## config.mk

```make
export PLATFORM = sky130hd
export DESIGN_NAME = crd_front
export DESIGN_NICKNAME = d
export VERILOG_FILES = /design/src/design/crd_pkg.sv /design/src/design/crd_front.sv
export SDC_FILE = /design/constraint.sdc
export NUM_CORES = 2
export LEC_CHECK = 0
export ABC_AREA = 1
export BUFFER_PORTS_ARGS = -buffer_cell sky130_fd_sc_hd__buf_4
export CAP_MARGIN = 30
export CORE_MARGIN = 1
export CORE_UTILIZATION = 25
export CTS_CLUSTER_SIZE = 10
export DETAILED_ROUTE_END_ITERATION = 8
export PLACE_DENSITY = 0.47
export SLEW_MARGIN = 10
export SYNTH_ARGS = -nofsm -noshare
export SYNTH_HDL_FRONTEND = slang
export SYNTH_SLANG_ARGS = --single-unit
```

## constraint.sdc

```tcl
create_clock -name clock -period 22.1 [get_ports clock]
set_input_delay 3.315 -clock clock [delete_from_list [all_inputs] [get_ports clock]]
set_output_delay 3.315 -clock clock [all_outputs]
set_load 0.02 [all_outputs]
```

## src/design/crd_pkg.sv

```systemverilog
// ----------------------------------------------------------------------------
// crd_pkg
// Shared widths, register indexes and queue types for the camera ray block.
// ----------------------------------------------------------------------------
package crd_pkg;

   localparam int PIX_W      = 10;
   localparam int WIN_WIDTH  = 1024;   // power of two
   localparam int WIN_HEIGHT = 1024;   // power of two
   localparam int W_SHIFT    = $clog2(WIN_WIDTH);
   localparam int H_SHIFT    = $clog2(WIN_HEIGHT);
   localparam int MIN_SHIFT  = (W_SHIFT < H_SHIFT) ? W_SHIFT : H_SHIFT;

   localparam int AXIS_W  = 48;
   localparam int COMP_W  = 16;
   localparam int SCALE_W = 24;
   localparam int CSR_W   = 48;
   localparam int CSR_IDX_W = 3;

   localparam int NX_W   = PIX_W + 4;
   localparam int PROD_W = NX_W + SCALE_W + 1;
   localparam int UV_W   = PROD_W - MIN_SHIFT + 1;

   localparam int TERM_W = COMP_W + UV_W;
   localparam int S_W    = TERM_W + 2;
   localparam int K_W    = $clog2(S_W + 1);
   localparam int NORM_W = 30;
   localparam int SQR_W  = 2 * NORM_W;
   localparam int SQ_W   = SQR_W + 2;
   localparam int SQRT_STEPS = SQ_W / 2;
   localparam int ROOT_W = SQRT_STEPS;
   localparam int FRAC_W = 14;
   localparam int QUO_W  = FRAC_W + 1;
   localparam int NUM_W  = NORM_W + FRAC_W + 1;
   localparam int DEN_W  = ROOT_W + QUO_W;
   localparam int DIR_W  = 16;

   localparam int QUEUE_DEPTH = 4;
   localparam int QPTR_W = $clog2(QUEUE_DEPTH);
   localparam int QCNT_W = QPTR_W + 1;

   localparam logic [CSR_IDX_W-1:0] REG_FORWARD = 3'd0;
   localparam logic [CSR_IDX_W-1:0] REG_RIGHT   = 3'd1;
   localparam logic [CSR_IDX_W-1:0] REG_UP      = 3'd2;
   localparam logic [CSR_IDX_W-1:0] REG_HSCALE  = 3'd3;
   localparam logic [CSR_IDX_W-1:0] REG_VSCALE  = 3'd4;

   typedef struct packed {
      logic signed [UV_W-1:0] u;
      logic signed [UV_W-1:0] v;
   } uv_type;

endpackage

```

## src/design/crd_front.sv

```systemverilog
// ----------------------------------------------------------------------------
// crd_front
// Accept pixels and compute the rounded screen offsets u and v.
// ----------------------------------------------------------------------------
module crd_front (
   input  logic                         clock,
   input  logic                         reset,
   input  logic                         req_valid,
   output logic                         req_stall,
   input  logic [crd_pkg::PIX_W-1:0]    req_pixel_x,
   input  logic [crd_pkg::PIX_W-1:0]    req_pixel_y,
   input  logic [crd_pkg::SCALE_W-1:0]  hscale,
   input  logic [crd_pkg::SCALE_W-1:0]  vscale,
   output logic                         push,
   input  logic                         full,
   output crd_pkg::uv_type              push_item
);
   import crd_pkg::*;

   logic                     valid_ff, valid_in;
   uv_type                   item_ff, item_in;
   logic                     advance;
   logic signed [NX_W-1:0]   nx, ny;
   logic signed [PROD_W-1:0] prod_u, prod_v;

   function automatic logic signed [UV_W-1:0] round_shift(
      input logic signed [PROD_W-1:0] p, input int sh);
      logic [PROD_W-1:0] mag;
      logic [PROD_W-1:0] q;
      logic [UV_W-1:0]   qt;
      mag = p[PROD_W-1] ? PROD_W'(-p) : PROD_W'(p);
      q   = (mag + (PROD_W'(1) << (sh - 1))) >> sh;
      qt  = q[UV_W-1:0];
      return p[PROD_W-1] ? $signed(-qt) : $signed(qt);
   endfunction

   assign nx = $signed({{(NX_W-PIX_W-1){1'b0}}, req_pixel_x, 1'b1})
               - $signed(NX_W'(WIN_WIDTH));
   assign ny = $signed(NX_W'(WIN_HEIGHT))
               - $signed({{(NX_W-PIX_W-1){1'b0}}, req_pixel_y, 1'b1});
   assign prod_u = nx * $signed({1'b0, hscale});
   assign prod_v = ny * $signed({1'b0, vscale});

   assign push      = valid_ff && !full;
   assign push_item = item_ff;
   assign advance   = !valid_ff || !full;
   assign req_stall = !advance;

   always_comb begin
      valid_in  = valid_ff;
      item_in   = item_ff;
      if (advance) begin
         valid_in  = req_valid;
         item_in.u = round_shift(prod_u, W_SHIFT);
         item_in.v = round_shift(prod_v, H_SHIFT);
      end
   end

   always_ff @(posedge clock) begin
      if (reset) begin
         valid_ff <= 1'b0;
      end else begin
         valid_ff <= valid_in;
      end
      item_ff <= item_in;
   end

endmodule

```

==> results.md <==
Run status:
- The run finished with clean final reports.

Worst setup path:
- The data arrival at the endpoint of the critical path is 11500 ps.
- STA puts the critical path data required time at 22190 ps.
- The startpoint type of the worst setup path is an input port.
- The largest fanout on the critical path is between 60 and 70.
- The family with the most delay on the worst path is adder cells.
- STA classifies the critical path endpoint as a register.
- The slowest stage of the critical path is the clkinv_1 cell.
- The minimum setup slack among reg-to-reg paths is just over 20000 ps.
- The critical path buffer and inverter count is 7.
- On the worst path, the slowest cell contributes a delay of a little under 600 ps.
- The critical path's most frequent cell is nand2_1.
- The type of the worst setup path is in -> reg.

STA:
- Between clock sinks in the finished design, the worst skew comes to between 6 and 7 ps.
- The hold violation count in the final report is 0.
- Setup repair after global routing left no endpoint under its margin.
- The total negative slack for setup checks is 0 ps.
- The max-slew violation total from the final report was 0.
- The final cycle utilization of the critical path is 0.516.
- The number of endpoints failing setup at the final stage is 0.
- The worst pin sits at a relative slew slack of 0.381.
- Based on the critical path, the design can be clocked at up to ~88 MHz.
- The final period demand of the worst path is ~11000 ps.
- For the pin with the worst max-slew slack, the measured transition is around 930 ps.

Synth:
- The proportion of synthesized chip area in sequential cells is 0.0646.
- The total number of yosys warnings is 0.
- The number of enable flip-flop cells after synthesis is 60.
- The biggest area consumer among synthesized cells is fa_1.
- For this run, the leading register cell type out of synthesis is edfxtp_1.
- In the post-synthesis netlist, the biggest area contributors are fa_1, nand2_1, inv_1.
- After synthesis, the mean cell area works out to around 6.6 um2.
- The synthesized cell area is 28200 um2.
- Synthesis handed over a netlist of about 4300 instances.
- By count the netlist is led by nand2_1, inv_1, fa_1, nor2_1, nand3_1.
- Yosys instantiated no cell more often than nand2_1.
- The number of library cell types mapped by synthesis is 46.
- Synthesis inferred 61 register bits.
- The async set-or-reset flop fraction in the synthesized netlist is 0.
- The share of synthesized area in the top cell type comes to 0.314.
- The post-synthesis net count is 4971.

Cells and area:
- Summing all multi-input logic gate instances after layout gives about 22000 um2.
- The flip-flop and latch area is ~1800 um2.
- Counting the fill cells in the layout gives 12400.
- The repair_antennas step left the layout with diodes totalling 0.
- Of the cells placed in the final design, the portion with a size suffix greater than 1 is 0.0723.
- The area growth from synthesis to layout is 9.57%.
- The count of nets after finishing is around 5000.

Detailed routing:
- The routed via count divided by cell count is 4.25.
- Dividing the detail-routed wire length by the instance count gives roughly 14 um.
- The count of TritonRoute iterations in the first routing pass is 6.
- Summing over every cut layer, the via total after detailed routing is between 20000 and 25000.
- Wires add up to 81800 um.
- The count of antenna-violating nets left after detailed routing is 0.
- The total DRC errors in the routed layout is 0.
- For this block, the initial DRC count from the detailed router was between 1000 and 1500.

Clock tree:
- The library cell used as clock root buffer is clkbuf_16.
- For this design, the sink count on the clock tree is 61.
- The post-cts hold buffer count is 0.
- The maximum count of clock buffers along a single path is 2.
- The clock slew at the register clock pins of the worst setup and hold paths is around 60 ps.
- The TritonCTS buffer count is 9.
- After clock tree synthesis, the setup repair step added 0 buffers.
- TritonCTS built the clock tree.
- The H-tree was split into 3 levels.
- The later pin in the worst-skew pair is clocked with a latency of 340 ps.
- The number of gates given a new drive strength after cts is 0.

Hold path:
- The worst min-delay path class is reg -> reg.

Floorplanning:
- The total area inside the core boundary comes to 111000 um2.
- The I/O pin total is roughly 130.
- The die is 338 um wide.
- The area of the die is ~110000 um2.
- The height of the die is ~340 um.
- The effective utilization at floorplan is 0.254.
- The initialized floorplan defines around 120 standard-cell rows.

Job:
- Max-cap violations in this run came to 0.

Placed design:
- The final weighted congestion in routability-driven placement is around 0.9.
- Once detailed placement completed, the half-perimeter wirelength came to between 70000 and 80000 um.
- The number of buffers inserted by port buffering is around 130.

Global route:
- The global-route wire length before repair is around 140000 um.
- The initial antenna violation count was 1.
- The pin count of the biggest net entering global routing is 72.
- The via count of the first global-routing pass is ~26000.
- Summed over all layers, the global routing overflow is 0.
- The global routing usage summed across all routing layers is 0.149.
==> kinds of logic (layout without fill, tap and decap cells) <==
kind of cell	Yosys count	count (layout)	share of synthesized area
AO/OA/AOI/OAI	92	92	0.0192
XOR/XNOR	56	56	0.0186
adder cells (fa/ha/maj)	646	646	0.404
buffers and inverters	1184	1230	0.160
flip-flops	61	61	0.0646
AND/OR/NAND/NOR	2214	2214	0.334
==> flip-flops by register name (all words and copies together) (netlist names) <==
register	count
valid_ff	1
push_item	60
==> worst register-to-register path: cells and delay by family, from the launching register on <==
family,cells,cell delay [ps]
buffers and inverters,1,610
DFF,1,310
and+or+nand+nor,1,50
==> per-stage QoR <==
| step | setup WS (ps) | hold WS (ps) | cell area [um2] | instances | utilization |
|---|---|---|---|---|---|
| finish | 10690 | 997 | 30900 | 5787 | 0.278 |
| global route | 9950 | 1100 | 30900 | 5787 | 0.278 |
| detailed placement | 10350 | 1040 | 30600 | 5771 | 0.275 |
| CTS | 10700 | 1050 | 30900 | 5787 | 0.278 |
| global placement | 10410 | 1040 | 30600 | 5771 | 0.275 |
| floorplan | 11930 | 1790 | 28200 | 4253 | - |
==> cell type report <==
type,count,area share
clock buffers,10,0.00741
clock inverters,6,0.00206
inverters,1080,0.131
multi-input cells,3008,0.708
flip-flops and latches,61,0.0589
well taps,1488,0.0602
repair buffers,134,0.0325
==> worst paths after layout <==
kind / startpoint / cells after the start / to
setup / recovery: req_pixel_y[9] / 38 / push_item[22]$_DFFE_PN_
hold reg to reg: valid_ff$_SDFFE_PP0N_ / 2 / push_item[47]$_DFFE_PN_
setup reg to reg: valid_ff$_SDFFE_PP0N_ / 2 / push_item[35]$_DFFE_PN_
hold / removal: valid_ff$_SDFFE_PP0N_ / 2 / push_item[47]$_DFFE_PN_
==> routing by layer <==
layer	vias to the layer above	part of all wire	track usage
met4	0	0.020	0.0299
met3	64	0.022	0.00767
met1	11700	0.46	0.193
li1	12500	-	-
met5	-	0	0
met2	325	0.50	0.271
==> cells in the final DEF (no fill, tap or decap), drive strengths merged, types with 7 or more instances in the layout <==
cell	Yosys	layout
a21oi	45	45
buf	13	134
clkbuf	91	10
clkinv	8	12
edfxtp	60	60
fa	442	442
ha	204	204
inv	1072	1072
nand2	1489	1489
nand3	287	287
nand3b	9	9
nand4	55	55
nor2	341	341
nor3	21	21
o21ai	31	31
o21bai	7	7
xnor2	16	16
xor2	40	40
Power is left out: the tool's default activity adds up to more than one toggle a clock period on the data nets, which glitch-free logic cannot reach.
