`config.mk`:
```
export PLATFORM = sky130hd
export DESIGN_NAME = crd_queue
export DESIGN_NICKNAME = d
export VERILOG_FILES = /design/src/design/crd_pkg.sv /design/src/design/crd_queue.sv
export SDC_FILE = /design/constraint.sdc
export NUM_CORES = 1
export LEC_CHECK = 0
export BUFFER_PORTS_ARGS = -buffer_cell sky130_fd_sc_hd__buf_2
export CAP_MARGIN = 20
export CORE_AREA = 5 5 102 200
export CTS_CLUSTER_DIAMETER = 200
export DETAILED_ROUTE_END_ITERATION = 16
export DIE_AREA = 0 0 107 205
export GPL_ROUTABILITY_DRIVEN = 0
export GPL_TIMING_DRIVEN = 0
export PLACE_DENSITY_LB_ADDON = 0.2
export RECOVER_POWER = 25
export SLEW_MARGIN = 20
export SYNTH_ARGS = -nofsm -noshare
export SYNTH_HDL_FRONTEND = slang
export SYNTH_SLANG_ARGS = --single-unit
```
`constraint.sdc`:
```
create_clock -name clock -period 6.4 [get_ports clock]
set_clock_uncertainty 0.1 [all_clocks]
set_input_delay 1.28 -clock clock [delete_from_list [all_inputs] [get_ports clock]]
set_output_delay 1.28 -clock clock [all_outputs]
set_load 0.05 [all_outputs]
```
`src/design/crd_pkg.sv`:
```
// ----------------------------------------------------------------------------
// crd_pkg
// Shared widths, register indexes and queue types for the camera ray block.
// ----------------------------------------------------------------------------
package crd_pkg;

   localparam int PIX_W      = 10;
   localparam int WIN_WIDTH  = 1024;   // power of two
   localparam int WIN_HEIGHT = 1024;   // power of two
   localparam int W_SHIFT    = $clog2(WIN_WIDTH);
   localparam int H_SHIFT    = $clog2(WIN_HEIGHT);
   localparam int MIN_SHIFT  = (W_SHIFT < H_SHIFT) ? W_SHIFT : H_SHIFT;

   localparam int AXIS_W  = 48;
   localparam int COMP_W  = 16;
   localparam int SCALE_W = 24;
   localparam int CSR_W   = 48;
   localparam int CSR_IDX_W = 3;

   localparam int NX_W   = PIX_W + 4;
   localparam int PROD_W = NX_W + SCALE_W + 1;
   localparam int UV_W   = PROD_W - MIN_SHIFT + 1;

   localparam int TERM_W = COMP_W + UV_W;
   localparam int S_W    = TERM_W + 2;
   localparam int K_W    = $clog2(S_W + 1);
   localparam int NORM_W = 30;
   localparam int SQR_W  = 2 * NORM_W;
   localparam int SQ_W   = SQR_W + 2;
   localparam int SQRT_STEPS = SQ_W / 2;
   localparam int ROOT_W = SQRT_STEPS;
   localparam int FRAC_W = 14;
   localparam int QUO_W  = FRAC_W + 1;
   localparam int NUM_W  = NORM_W + FRAC_W + 1;
   localparam int DEN_W  = ROOT_W + QUO_W;
   localparam int DIR_W  = 16;

   localparam int QUEUE_DEPTH = 4;
   localparam int QPTR_W = $clog2(QUEUE_DEPTH);
   localparam int QCNT_W = QPTR_W + 1;

   localparam logic [CSR_IDX_W-1:0] REG_FORWARD = 3'd0;
   localparam logic [CSR_IDX_W-1:0] REG_RIGHT   = 3'd1;
   localparam logic [CSR_IDX_W-1:0] REG_UP      = 3'd2;
   localparam logic [CSR_IDX_W-1:0] REG_HSCALE  = 3'd3;
   localparam logic [CSR_IDX_W-1:0] REG_VSCALE  = 3'd4;

   typedef struct packed {
      logic signed [UV_W-1:0] u;
      logic signed [UV_W-1:0] v;
   } uv_type;

endpackage

```
`src/design/crd_queue.sv`:
```
// ----------------------------------------------------------------------------
// crd_queue
// Short queue of screen offsets between front and back.
// ----------------------------------------------------------------------------
module crd_queue (
   input  logic            clock,
   input  logic            reset,
   input  logic            push,
   input  crd_pkg::uv_type push_item,
   output logic            full,
   input  logic            pop,
   output logic            empty,
   output crd_pkg::uv_type head
);
   import crd_pkg::*;

   uv_type              mem_ff [QUEUE_DEPTH];
   logic [QPTR_W-1:0]   wr_ptr_ff, rd_ptr_ff;
   logic [QCNT_W-1:0]   count_ff;

   assign full  = (count_ff == QCNT_W'(QUEUE_DEPTH));
   assign empty = (count_ff == '0);
   assign head  = mem_ff[rd_ptr_ff];

   always_ff @(posedge clock) begin
      if (push) begin
         mem_ff[wr_ptr_ff] <= push_item;
      end
   end

   always_ff @(posedge clock) begin
      if (reset) begin
         wr_ptr_ff <= '0;
         rd_ptr_ff <= '0;
         count_ff  <= '0;
      end else begin
         if (push) begin
            wr_ptr_ff <= wr_ptr_ff + 1'b1;
         end
         if (pop) begin
            rd_ptr_ff <= rd_ptr_ff + 1'b1;
         end
         if (push && !pop) begin
            count_ff <= count_ff + 1'b1;
         end else if (pop && !push) begin
            count_ff <= count_ff - 1'b1;
         end
      end
   end

endmodule

```
==> impl_metrics.toml <==
[clocking]
clock_tree.root_cell = "sky130_fd_sc_hd__clkbuf_16"
cts.sink_count = 249
cts_max_level = 1
cts_max_path_buffers = 3
path_clk_slew_ps = 70
cts_tree = "yes"
cts_hold_buf = 0
cts_resizes = 0
clock_latency_ps = 480
cts_bufs_inserted = 21
cts_setup_buffers = 0

[global_routing]
grt_util_met2_pct = 28.49
most_crowded_layer_after_global_routing = "met2"
grt_start_max_net_pins = 40
grt_use_met1_pct = 17.05
grt_use_total_pct = 15.16
grt.overflow.total = 0
antenna_found_initial = 2
grt_first_pass_wirelength_um = 25300
grt.met3_usage_pct = 3.027
vias_in_the_first_global_route = 4580

[place]
dp.cells = 705
half_perimeter_wire_length_after_detailed_placement_um = 10640
numPortBuffers = 124

[floorplanning]
initial_standard_cell_utilization_of_the_core_pct = 49.06
core.rowCount = 71
die_width_um = 107
core_footprint_um2 = 18660
num_io_pins = 126
die_area_um2 = 21940
die_h_um = 205

[detailed_routing]
number_of_iterations_in_the_first_detailed_routing_pass = 4
drt_wl_total_um = 16160
number_of_nets_still_failing_antenna_checks_after_routing = 0
wire_per_inst_um = 21.77
initial_drc_count = 160
route.vias.total = 4048
drt_drc_violations_left = 0
drt-vias-per-instance = 5.456

[synthesis]
synthesis.nets = 428
synthDominantAreaCellType = "sky130_fd_sc_hd__edfxtp_1"
synth.area.top_cells = "sky130_fd_sc_hd__edfxtp_1 79%, sky130_fd_sc_hd__mux4_2 15%, sky130_fd_sc_hd__dfxtp_1 2.0%"
postSynthRegisterBits = 249
synthesis.area_um2 = 9153
yosysWarnings = 0
post-synth-top-area-fraction_pct = 78.74
fraction_of_the_yosys_area_taken_by_sequential_cells_pct = 80.71
avg_synthesized_cell_area_um2 = 25.57
synth_cell_types = 22
synthesis.instances = 358

[sta]
layout_worst_path_cycle_share_pct = 52.66
tightest_slew_ps = 515.1
max-slew-margin-rel_pct = 65.66
setup_tns_ps = 0
clock.fmax_ghz = 0.2967
timing.final.hold_violations = 0
grt_setup_unrepaired = "false"
drv_slew = 0
finalCriticalPeriod_ps = 3371
number_of_failing_setup_endpoints_in_the_final_timing_report = 0

[pwr]
clock_power_share_pct = 33.2
p_int_mw = 2.725
fin_total_pwr_mw = 3.650
power.density_cell_area_nw_per_um2 = 339.4
vdd_ir_drop_max_v = 0.0002537
p_seq_share_pct = 51.8
combPwrFrac_pct = 15.0
leakagePower_nw = 3.576
sw_share_pct = 25.36
p_sw_mw = 0.9256

[critical_path]
ordered_cell_list_for_the_critical_path = "buf_1 > buf_2 > mux4_2 > buf_2"
timing_worst_setup_path_type = "reg -> out"
critPathRequiredTime_ps = 5020
timing.critical_path.buf_inv = 3
setup.reg_to_reg.worst_slack_ps = 4630
crit_fanout = 10
worst_setup_path_start_kind = "flop"
worst_path_dominant_cell_family = "buffers and inverters"
critPathMostFrequentCell = "sky130_fd_sc_hd__buf_2"
worstPathArrival_ps = 1990
crit_path_top_delay_cell = "sky130_fd_sc_hd__mux4_2"
worst_setup_ep_type = "primary output"
slowest_stage_delay_on_critical_path_ps = 370

[flow_run]
timing.max_cap.violations = 0

[finish]
syn2layout_area_growth_pct = 17.51
fraction_of_layout_instances_using_a_drive_strength_above_1_pct = 38.12
nFillCells = 1399
layoutNonFillerInstCount = 742
layout.nets = 579

[min_path]
path_type_of_the_worst_min_delay_path = "reg -> reg"

[run_status]
status = "finished clean"
cell families after synthesis:
kind of cell / count (synthesis) / share of synthesized area [%]
simple gates: 15 / 0.8066
compound gates: 2 / 0.1093
buf+inv: 19 / 2.009
fa+ha+maj: 6 / 0.9023
flops: 249 / 80.71
xor+xnor: 5 / 0.4786
mux: 62 / 14.98
metrics by stage:
stage | utilization (%) | cell area [µm²] | hold slack (ps) | worst slack, ps
floorplan | - | 9153 | 366.3 | 3179
global placement | 53.86 | 10050 | 381.7 | 1851
detailed placement | 54.38 | 10140 | 417.8 | 3471
CTS | 57.88 | 10800 | 437.9 | 2944
global route | 57.65 | 10760 | 479.0 | 2904
finish | 57.65 | 10760 | 432.9 | 3029
layout make-up:
type | instances | area [µm²] | area share, %
Sequential cell | 249 | 7387 | 68.68
Clock buffer | 22 | 529.3 | 4.921
Timing Repair Buffer | 128 | 663.1 | 6.166
Tap cell | 219 | 274.0 | 2.548
Inverter | 4 | 15.01 | 0.1396
Clock inverter | 14 | 123.9 | 1.152
Antenna cell | 1 | 2.502 | 0.02327
Multi-Input combinational cell | 90 | 1592 | 14.80
Buffer | 15 | 168.9 | 1.571
per-layer routing:
metal | routed length (µm) | part of all wire, %
met5 | 18 | 0.11
met3 | 865 | 5.4
met2 | 9186 | 57
met4 | 328 | 2.0
met1 | 5756 | 36
cell usage in the layout, fill, tap and decap left out:
| cell type | count |
|---|---|
| sky130_fd_sc_hd__o21ai_0 | 1 |
| sky130_fd_sc_hd__xnor2_1 | 2 |
| sky130_fd_sc_hd__a21oi_1 | 1 |
| sky130_fd_sc_hd__clkbuf_16 | 21 |
| sky130_fd_sc_hd__inv_1 | 4 |
| sky130_fd_sc_hd__buf_16 | 1 |
| sky130_fd_sc_hd__nor3_1 | 1 |
| sky130_fd_sc_hd__clkinvlp_4 | 1 |
| sky130_fd_sc_hd__buf_6 | 1 |
| sky130_fd_sc_hd__mux4_2 | 60 |
| sky130_fd_sc_hd__nor3b_1 | 1 |
| sky130_fd_sc_hd__xor2_1 | 3 |
| sky130_fd_sc_hd__and2_4 | 4 |
| sky130_fd_sc_hd__clkinv_4 | 2 |
| sky130_fd_sc_hd__nand2_1 | 1 |
| sky130_fd_sc_hd__diode_2 | 1 |
| sky130_fd_sc_hd__clkinv_2 | 4 |
| sky130_fd_sc_hd__buf_1 | 1 |
| sky130_fd_sc_hd__bufinv_16 | 2 |
| sky130_fd_sc_hd__edfxtp_1 | 240 |
| sky130_fd_sc_hd__dfxtp_1 | 9 |
| sky130_fd_sc_hd__clkinv_1 | 5 |
| sky130_fd_sc_hd__buf_2 | 94 |
| sky130_fd_sc_hd__clkbuf_1 | 38 |
| sky130_fd_sc_hd__or3_1 | 1 |
| sky130_fd_sc_hd__mux2i_1 | 2 |
| sky130_fd_sc_hd__ha_1 | 5 |
| sky130_fd_sc_hd__fa_1 | 1 |
| sky130_fd_sc_hd__nor2_1 | 7 |
| sky130_fd_sc_hd__buf_12 | 9 |
tightest hold or removal path: cells and delay by family, from the launching register on:
family	cells	cell delay (ps)
AOI/OAI and AO/OA	2	150
DFF	1	340
power by group through the flow:
stage | combinational (mW) | sequential (mW) | clock (mW)
after floorplan | 0.416 | 1.92 | 0
final | 0.547 | 1.89 | 1.21
after global placement | 0.546 | 1.93 | 0
after global routing | 0.580 | 1.89 | 1.31
after detailed placement | 0.562 | 1.93 | 0
after CTS | 0.563 | 1.89 | 1.25
flip-flops by register name (all words and copies together), names as in the netlist, named ones only:
register and cells:
count_ff 3, mem_ff 240, rd_ptr_ff 2, wr_ptr_ff 2
synth_stat cells:
library cell	instances
sky130_fd_sc_hd__dfxtp_1	9
sky130_fd_sc_hd__fa_1	1
sky130_fd_sc_hd__clkbuf_1	1
sky130_fd_sc_hd__mux2i_1	2
sky130_fd_sc_hd__or3_1	1
sky130_fd_sc_hd__mux4_2	60
sky130_fd_sc_hd__buf_1	1
sky130_fd_sc_hd__nor3b_1	1
sky130_fd_sc_hd__a21oi_1	1
sky130_fd_sc_hd__inv_1	4
sky130_fd_sc_hd__and2_1	4
sky130_fd_sc_hd__ha_1	5
sky130_fd_sc_hd__nor2_1	7
sky130_fd_sc_hd__o21ai_0	1
sky130_fd_sc_hd__nand2_1	1
sky130_fd_sc_hd__xnor2_1	2
sky130_fd_sc_hd__buf_6	1
sky130_fd_sc_hd__xor2_1	3
sky130_fd_sc_hd__nor3_1	1
sky130_fd_sc_hd__edfxtp_1	240
sky130_fd_sc_hd__buf_2	6
sky130_fd_sc_hd__buf_12	6
final timing paths:
check	startpoint	endpoint	depth (start not counted)
worst max-delay path	flop	head[11]	4
worst min-delay path	count_ff[2]$_SDFFE_PP0P_	count_ff[2]$_SDFFE_PP0P_	2
worst max register to register	wr_ptr_ff[1]$_SDFFE_PP0P_	mem_ff[1][21]$_DFFE_PP_	4
worst min register to register	count_ff[2]$_SDFFE_PP0P_	count_ff[2]$_SDFFE_PP0P_	2
No activity file was read; power rests on OpenSTA's default activity.
